<file path="src/rtl/lpri_pkg.sv">
`timescale 1ns / 1ps

package lpri_pkg;

    localparam int COORD_W      = 16;
    localparam int MAX_RANGE_W  = 15;
    localparam int CODE_W       = 8;
    localparam int ANGLE_W      = 32;
    localparam int CORDIC_W     = 33;
    localparam int CORDIC_STEPS = 28;
    localparam int RANGE_ROOT_W = 24;

    localparam logic [MAX_RANGE_W-1:0] MAX_RANGE_RESET = 15'd8000;

    localparam logic [ANGLE_W-1:0] EIGHTH_TURN  = 32'h2000_0000;
    localparam logic [ANGLE_W-1:0] QUARTER_TURN = 32'h4000_0000;
    localparam logic [ANGLE_W-1:0] HALF_TURN    = 32'h8000_0000;

    // Rotation angles atan(2^-i) in units of 2^-32 of a turn.
    localparam logic [ANGLE_W-1:0] ATAN_TURN [CORDIC_STEPS] = '{
        32'd536870912, 32'd316933406, 32'd167458907, 32'd85004756,
        32'd42667331,  32'd21354465,  32'd10679838,  32'd5340245,
        32'd2670163,   32'd1335087,   32'd667544,    32'd333772,
        32'd166886,    32'd83443,     32'd41722,     32'd20861,
        32'd10430,     32'd5215,      32'd2608,      32'd1304,
        32'd652,       32'd326,       32'd163,       32'd81,
        32'd41,        32'd20,        32'd10,        32'd5
    };

    typedef struct packed {
        logic signed [COORD_W-1:0] x_mm;
        logic signed [COORD_W-1:0] y_mm;
        logic signed [COORD_W-1:0] z_mm;
    } point_t;

    typedef struct packed {
        logic [7:0] row;
        logic [8:0] column;
        logic [7:0] range_code;
    } pixel_t;

    typedef struct packed {
        logic zero;
        logic q_zero;
        logic q_eq;
        logic swap;
        logic neg_u;
        logic neg_v;
    } octant_t;

endpackage

</file>
<file path="src/rtl/lpri_div.sv">
`timescale 1ns / 1ps

module lpri_div
    import lpri_pkg::*;
#(
    parameter int SW = 64
) (
    input  logic                    clk,
    input  logic                    rst_n,
    input  logic                    en,
    input  logic                    in_valid,
    input  logic [RANGE_ROOT_W-1:0] in_root,
    input  logic [MAX_RANGE_W-1:0]  in_max,
    input  logic [SW-1:0]           in_side,
    output logic                    out_valid,
    output logic [CODE_W-1:0]       out_code,
    output logic [SW-1:0]           out_side
);

    logic                    sat_next;

    logic                    s0_valid_reg;
    logic [RANGE_ROOT_W-1:0] s0_rem_reg;
    logic [MAX_RANGE_W-1:0]  s0_max_reg;
    logic                    s0_sat_reg;
    logic [SW-1:0]           s0_side_reg;

    logic                    q_valid_reg [CODE_W];
    logic [RANGE_ROOT_W-1:0] q_rem_reg   [CODE_W];
    logic [CODE_W-1:0]       q_quot_reg  [CODE_W];
    logic [MAX_RANGE_W-1:0]  q_max_reg   [CODE_W];
    logic                    q_sat_reg   [CODE_W];
    logic [SW-1:0]           q_side_reg  [CODE_W];

    // A quotient of 256 or more saturates; a zero divisor always does.
    assign sat_next = in_root >= (RANGE_ROOT_W'(in_max) << CODE_W);

    always_ff @(posedge clk or negedge rst_n)
    begin
        if (!rst_n)
        begin
            s0_valid_reg <= 1'b0;
        end
        else if (en)
        begin
            s0_valid_reg <= in_valid;
        end
    end

    always_ff @(posedge clk)
    begin
        if (en)
        begin
            s0_rem_reg  <= in_root;
            s0_max_reg  <= in_max;
            s0_sat_reg  <= sat_next;
            s0_side_reg <= in_side;
        end
    end

    for (genvar k = 0; k < CODE_W; k++) begin : g_bit
        localparam int B = CODE_W - 1 - k;

        logic                    valid_in;
        logic [RANGE_ROOT_W-1:0] rem_in;
        logic [CODE_W-1:0]       quot_in;
        logic [MAX_RANGE_W-1:0]  max_in;
        logic                    sat_in;
        logic [SW-1:0]           side_in;
        logic [RANGE_ROOT_W-1:0] divisor;
        logic                    fits;
        logic [RANGE_ROOT_W-1:0] rem_next;
        logic [CODE_W-1:0]       quot_next;

        if (k == 0) begin : g_first
            assign valid_in = s0_valid_reg;
            assign rem_in   = s0_rem_reg;
            assign quot_in  = '0;
            assign max_in   = s0_max_reg;
            assign sat_in   = s0_sat_reg;
            assign side_in  = s0_side_reg;
        end else begin : g_rest
            assign valid_in = q_valid_reg[k-1];
            assign rem_in   = q_rem_reg[k-1];
            assign quot_in  = q_quot_reg[k-1];
            assign max_in   = q_max_reg[k-1];
            assign sat_in   = q_sat_reg[k-1];
            assign side_in  = q_side_reg[k-1];
        end

        assign divisor   = RANGE_ROOT_W'(max_in) << B;
        assign fits      = rem_in >= divisor;
        assign rem_next  = fits ? rem_in - divisor : rem_in;
        assign quot_next = quot_in | (CODE_W'(fits) << B);

        always_ff @(posedge clk or negedge rst_n)
        begin
            if (!rst_n)
            begin
                q_valid_reg[k] <= 1'b0;
            end
            else if (en)
            begin
                q_valid_reg[k] <= valid_in;
            end
        end

        always_ff @(posedge clk)
        begin
            if (en)
            begin
                q_rem_reg[k]  <= rem_next;
                q_quot_reg[k] <= quot_next;
                q_max_reg[k]  <= max_in;
                q_sat_reg[k]  <= sat_in;
                q_side_reg[k] <= side_in;
            end
        end
    end

    assign out_valid = q_valid_reg[CODE_W-1];
    assign out_code  = q_sat_reg[CODE_W-1] ? '1 : q_quot_reg[CODE_W-1];
    assign out_side  = q_side_reg[CODE_W-1];

endmodule

</file>
<file path="config.mk">
export PLATFORM = sky130hd
export DESIGN_NAME = lpri_div
export DESIGN_NICKNAME = d
export VERILOG_FILES = /design/src/rtl/lpri_pkg.sv /design/src/rtl/lpri_div.sv
export SDC_FILE = /design/constraint.sdc
export NUM_CORES = 1
export LEC_CHECK = 0
export BUFFER_PORTS_ARGS = -buffer_cell sky130_fd_sc_hd__buf_2
export CAP_MARGIN = 10
export CORE_MARGIN = 5
export CORE_UTILIZATION = 64
export CTS_CLUSTER_DIAMETER = 120
export CTS_CLUSTER_SIZE = 40
export DETAILED_ROUTE_END_ITERATION = 16
export HOLD_SLACK_MARGIN = 0.12
export PLACE_DENSITY = 0.82
export SLEW_MARGIN = 20
export SYNTH_ARGS = -nofsm -noshare
export SYNTH_HDL_FRONTEND = slang
export SYNTH_SLANG_ARGS = --single-unit
</file>
<file path="constraint.sdc">
create_clock -name clk -period 5 [get_ports clk]
set_input_delay 0.5 -clock clk [delete_from_list [all_inputs] [get_ports clk]]
set_output_delay 0.5 -clock clk [all_outputs]
set_load 0.005 [all_outputs]
</file>
==> flow_summary.json, run 1 <==
{
  "outcome": "finished clean",
  "final.fill_count": 3279,
  "hold_viol_final": 0,
  "rsz0062_at_grt": "false",
  "yosysWarnings": 0,
  "place.gp.congestion": 0.943,
  "antenna_found_initial": 0,
  "final_common_cell": "edfxtp_1",
  "crit_type": "reg2reg",
  "clock_sinks": 942,
  "drtIter0Drc": 1560,
  "vias_per_cell": 5.58,
  "grt_pass1_wl_um": 94500,
  "fp.dieH_um": 248,
  "root_buffer": "clkbuf_16",
  "peakVddDrop_mv": 0.346,
  "cp_data_arrival_time_ns": 4.30,
  "finClkSkew_ns": 0.0209,
  "core-area_sq_um": 56300,
  "slew_violations": 0,
  "grt_pass1_vias": 17900,
  "rows": 87,
  "finalSetupTns_ns": 0,
  "synth_cell_types": 72,
  "slowest_stage": "nand3b_1",
  "fin_crit_ns": 3.90,
  "postCtsSetupRepairBufs": 0,
  "post-route-drc-count": 0,
  "cp.required_ns": 5.39,
  "num_vias": 17900,
  "max_freq_ghz": 0.256,
  "syn_inst": 2141,
  "synthFlopType": "edfxtp_1",
  "p_leak_nw": 14.8,
  "fin_area_sq_um": 40000,
  "end_kind": "flop",
  "htreeDepth": 1,
  "synth.avg_cell_area_sq_um": 16.9,
  "clock_latency_ns": 0.64,
  "totalWireLength_um": 59400,
  "ys_seq_area_share_pct": 77.8,
  "place_area_sq_um": 38200,
  "path_max_fanout": 25,
  "drv_cap": 0,
  "ant_nets": 0,
  "mostFrequentLayoutCells": "933 x edfxtp_1, 178 x buf_2, 165 x inv_1",
  "dpl.hpwl_um": 36700,
  "syn_to_final_growth_pct": 10.4,
  "path_clk_slew_ns": 0.14,
  "ys_ff_latch": 942,
  "largest_reg_flops": 512,
  "syn_nets": 2390,
  "min_period_over_period_pct": 78.1,
  "cp_cell_sequence": "inv_1 > ha_1 > inv_1 > fa_1 > a211oi_1 > o21ai_0 > a21oi_1 > o211ai_1 > o211ai_1 > nand3b_1 > mux2_2",
  "setup_viol": 0,
  "gr-usage-all-layers_pct": 19.1,
  "numCtsBuffers": 27,
  "nets": 2692,
  "p_per_area_nw_per_um2": 423,
  "cts_tree": "built",
  "async_reset_ff_share_pct": 0.955,
  "io_pins": 180,
  "whs_ns": 0.256,
  "drive_gt1_share_pct": 11.8,
  "avgRoutedWirePerCell_um": 18.5,
  "reg2regPathDepth": 11,
  "start_kind": "flop",
  "die_area_sq_um": 61500,
  "maxSlewHeadroom_pct": 34.4,
  "hold_class": "in2async",
  "die_x_um": 248,
  "synth-edff-count": 933,
  "grt_max_degree": 152,
  "port-buffer-count": 179,
  "dr.pass1.iters": 5,
  "syn-cell-area_sq_um": 36300,
  "gr-total-overflow": 0,
  "diodes": 0,
  "start_util_pct": 64.5,
  "cts_max_path_buffers": 3,
  "worst-slew-pin-transition_ns": 0.981,
  "crit_path_max_incr_delay_ns": 0.70
}
[path summary, 6_finish.rpt]
| check | slack, ns | start | to |
|---|---|---|---|
| setup / recovery | 1.10 | q_rem_reg[4][2] | q_rem_reg[5][5] |
| hold / removal | 0.26 | rst_n | g_bit[6].valid_in |
| setup reg to reg | 1.10 | q_rem_reg[4][2] | q_rem_reg[5][5] |
| hold reg to reg | 0.42 | g_bit[0].side_in[38] | q_side_reg[0][38] |
| max in group asynchronous | 4.53 | rst_n | g_bit[3].valid_in |
| min in group clk | 0.36 | en | g_bit[0].side_in[60] |
[cells in the mapped netlist (all sizes together) (11+ instances only)]
cell type | count | area, sq um
edfxtp | 933 | 28000
inv | 166 | 623
ha | 135 | 1690
a21oi | 118 | 591
nand2 | 97 | 364
nor2 | 94 | 353
o21ai | 86 | 430
xnor2 | 58 | 508
xor2 | 49 | 429
a21o | 42 | 315
mux2 | 35 | 394
a211oi | 21 | 170
o21a | 21 | 158
nor3 | 20 | 100
clkbuf | 18 | 67.6
nand3 | 17 | 85.1
nand2b | 16 | 100
or2 | 16 | 100
nand4 | 13 | 81.3
nor2b | 13 | 88.8
nor4 | 13 | 81.3
o31ai | 12 | 90.1
o211ai | 11 | 82.6
[report_power, final]
group	total (mW)	leakage (nW)	switching (mW)	internal, mW
combinational	3.54	5.21	1.94	1.60
sequential	10.3	9.19	0.437	9.84
clock	3.12	0.368	2.08	1.04
total	16.9	14.8	4.45	12.5
[cell families after synthesis]
logic type / synth area share (%)
AOI/OAI and AO/OA: 6.59
xor gates and xnor gates: 2.58
adders and majority gates: 5.04
buffers and inverters: 2.02
DFF: 77.8
muxes: 1.14
and+or+nand+nor: 4.77
[through the flow]
stage	cells	setup WS (ns)	utilization, %	power, mW
final	3212	1.10	71.1	16.9
after global routing	3212	0.773	71.1	17.8
after CTS	3212	1.08	71.1	16.9
after detailed placement	3065	1.14	67.9	13.8
after global placement	3065	1.28	67.9	13.6
after floorplan	2141	2.01	-	12.9
[metal layers]
metal / global-route usage, % / share of wire [%] / vias up
met3: 1.96 / 4.3 / 98
li1: - / - / 8668
met2: 34.3 / 53 / 532
met5: 0 / 0 / -
met4: 4.77 / 2.7 / 0
met1: 25.7 / 40 / 8633
[critical path: cells and delay by family (launching register included)]
| kind | cells | cell delay [ns] |
|---|---|---|
| buffers and inverters | 2 | 0.14 |
| AND/OR/NAND/NOR | 1 | 0.70 |
| adder cells (fa/ha/maj) | 2 | 0.59 |
| multiplexers | 1 | 0.54 |
| flip-flops | 1 | 0.42 |
| AO/OA/AOI/OAI | 5 | 1.28 |
[timing repair]
action	in CTS	in global routing
gates resized for setup	0	0
hold buffers	105	0
hold endpoints to repair	113	0
[final cells by class]
type	instances	area (sq um)	share of cell area, %
inverter	166	623	1.56
clock buffer	40	724	1.81
timing repair buffer	299	2160	5.39
clock inverter	2	40.0	0.100
tap	756	946	2.36
multi-input combinational	1007	7300	18.2
sequential	942	28200	70.5
(Power assumes the default switching activity.)
==> inputs of run 2 (changes only) <==
--- a/config.mk
+++ b/config.mk
@@ -8,12 +8,12 @@
 export BUFFER_PORTS_ARGS = -buffer_cell sky130_fd_sc_hd__buf_2
 export CAP_MARGIN = 10
 export CORE_MARGIN = 5
-export CORE_UTILIZATION = 64
+export CORE_UTILIZATION = 61
 export CTS_CLUSTER_DIAMETER = 120
 export CTS_CLUSTER_SIZE = 40
 export DETAILED_ROUTE_END_ITERATION = 16
 export HOLD_SLACK_MARGIN = 0.12
-export PLACE_DENSITY = 0.82
+export PLACE_DENSITY = 0.78
 export SLEW_MARGIN = 20
 export SYNTH_ARGS = -nofsm -noshare
 export SYNTH_HDL_FRONTEND = slang
==> constraint.sdc (replaced) <==
create_clock -name clk -period 3.7 [get_ports clk]
set_input_delay 0.37 -clock clk [delete_from_list [all_inputs] [get_ports clk]]
set_output_delay 0.37 -clock clk [all_outputs]
set_load 0.005 [all_outputs]
==> run 2 against run 1 <==
Flip-flop and latch count stayed put. Cell count is 0.90% higher. Sequential share of layout area is 0.16 points lower. Core utilization is 3.1 points lower. Setup slack worse by 0.83 ns. Critical path depth is 2 lower. Cell area is 0.23% higher. Die area is 4.7% higher. Critical path type unchanged.
==> flow_summary.json, run 2 (same netlist as run 1, synthesis figures left out) <==
{
  "outcome": "finished clean",
  "path_max_fanout": 3,
  "setup_viol": 0,
  "clock_latency_ns": 0.62,
  "worstReg2RegStart": "q_rem_reg[0][7]",
  "slew_violations": 0,
  "clock_sinks": 942,
  "cts_max_path_buffers": 3,
  "drive_gt1_share_pct": 12.3,
  "gr-total-overflow": 0,
  "dr.pass1.iters": 8,
  "grt_max_degree": 115,
  "dpl.hpwl_um": 37400,
  "pre_cts_ws_ns": 0.359,
  "cp.required_ns": 4.09,
  "die_x_um": 254,
  "num_vias": 17800,
  "path_depth": 9,
  "critical_path.endpoint": "q_rem_reg[1][19]",
  "start_kind": "flop",
  "layout_setup_ws_ns": 0.267,
  "min_period_over_period_pct": 92.8,
  "start_util_pct": 61.5,
  "ant_nets": 0,
  "finClkSkew_ns": 0.0225,
  "crit_start": "q_rem_reg[0][7]",
  "numCtsBuffers": 27,
  "reg2reg_slack_ns": 0.27,
  "vias_per_cell": 5.50,
  "place_area_sq_um": 38300,
  "hold_viol_final": 0,
  "grt_pass1_wl_um": 91700,
  "htreeDepth": 1,
  "cpLargestDelayFamily": "compound AO/OA/AOI/OAI gates",
  "path_clk_slew_ns": 0.14,
  "max_freq_ghz": 0.291,
  "core-area_sq_um": 59000,
  "rows": 89,
  "post-route-drc-count": 0,
  "root_buffer": "clkbuf_16",
  "cts_tree": "built",
  "totalWireLength_um": 56700,
  "avgRoutedWirePerCell_um": 17.5,
  "worst-slew-pin-transition_ns": 0.803,
  "port-buffer-count": 179,
  "end_kind": "flop",
  "mostFrequentLayoutCells": "933 x edfxtp_1, 178 x buf_2, 165 x inv_1",
  "place.gp.congestion": 0.917,
  "grt_pass1_vias": 17900,
  "power_mw": 22.8,
  "finalSetupTns_ns": 0,
  "drtIter0Drc": 1194,
  "nets": 2705,
  "maxSlewHeadroom_pct": 45.1,
  "post_cts_resized": 0,
  "fp.dieH_um": 254,
  "slowest_stage": "a2111oi_0",
  "postCtsSetupRepairBufs": 0,
  "crit_type": "reg2reg",
  "die_area_sq_um": 64500,
  "crit_path_max_incr_delay_ns": 0.73,
  "hold_buffers": 105,
  "gr-usage-all-layers_pct": 17.4,
  "io_pins": 180,
  "antenna_found_initial": 1,
  "fin_crit_ns": 3.43,
  "final_common_cell": "edfxtp_1",
  "rsz0062_at_grt": "false",
  "drv_cap": 0,
  "largest_reg_flops": 512,
  "hold_class": "in2async",
  "whs_ns": 0.165,
  "reg2regPathDepth": 9,
  "fin_area_sq_um": 40100,
  "r2r-end": "q_rem_reg[1][19]",
  "peakVddDrop_mv": 0.641,
  "syn_to_final_growth_pct": 10.6,
  "cp_data_arrival_time_ns": 3.82,
  "cp_cell_sequence": "ha_1 > nor2b_1 > o31a_1 > o41a_1 > a2111oi_0 > o31ai_1 > a21oi_1 > xnor2_1 > mux2_2",
  "p_per_area_nw_per_um2": 568,
  "p_leak_nw": 14.8,
  "worstPathBufferInverterCount": 0
}
## run 2: cell count changes in the layout (fill, tap and decap cells not counted)
cell,delta
buf_4,+13
clkbuf_1,-3
clkinv_2,+1
diode_2,+1
inv_16,-2
inv_6,+2
## run 2: layout make-up
class	count	area [sq um]
antenna	1	2.50
clock buffer	37	713
clock inverter	3	22.5
fill	3788	18900
inverter	166	623
multi-input combinational	1007	7300
sequential	942	28200
tap	773	967
timing repair buffer	312	2250
## run 2: per-layer routing
metal	part of all wire, %	vias to the layer above	GRT usage (%)
li1	-	8690	-
met1	41	8592	23.2
met2	52	447	31.4
met3	3.9	87	1.93
met4	2.7	0	4.27
met5	0	-	0
## run 2: report_power, final
group          internal, mW  switching, mW
clock                  1.39           2.73
sequential             13.3          0.586
combinational          2.18           2.59
## run 2: worst min-delay path by stage
stage | startpoint | endpoint | slack [ns] | depth (start not counted)
floorplan | rst_n | g_bit[0].valid_in | 0.07 | 0
global placement | rst_n | out_valid | 0.23 | 1
detailed placement | rst_n | g_bit[7].valid_in | 0.23 | 1
CTS | rst_n | g_bit[4].valid_in | 0.13 | 2
global route | rst_n | g_bit[1].valid_in | 0.14 | 2
finish | rst_n | g_bit[0].valid_in | 0.17 | 2
## run 2: per-stage QoR
stage	util [%]	cells
6_report	68.0	3241
5_1_grt	68.0	3241
4_1_cts	68.0	3240
3_5_place_dp	65.0	3095
3_3_place_gp	65.0	3095
2_1_floorplan	-	2141
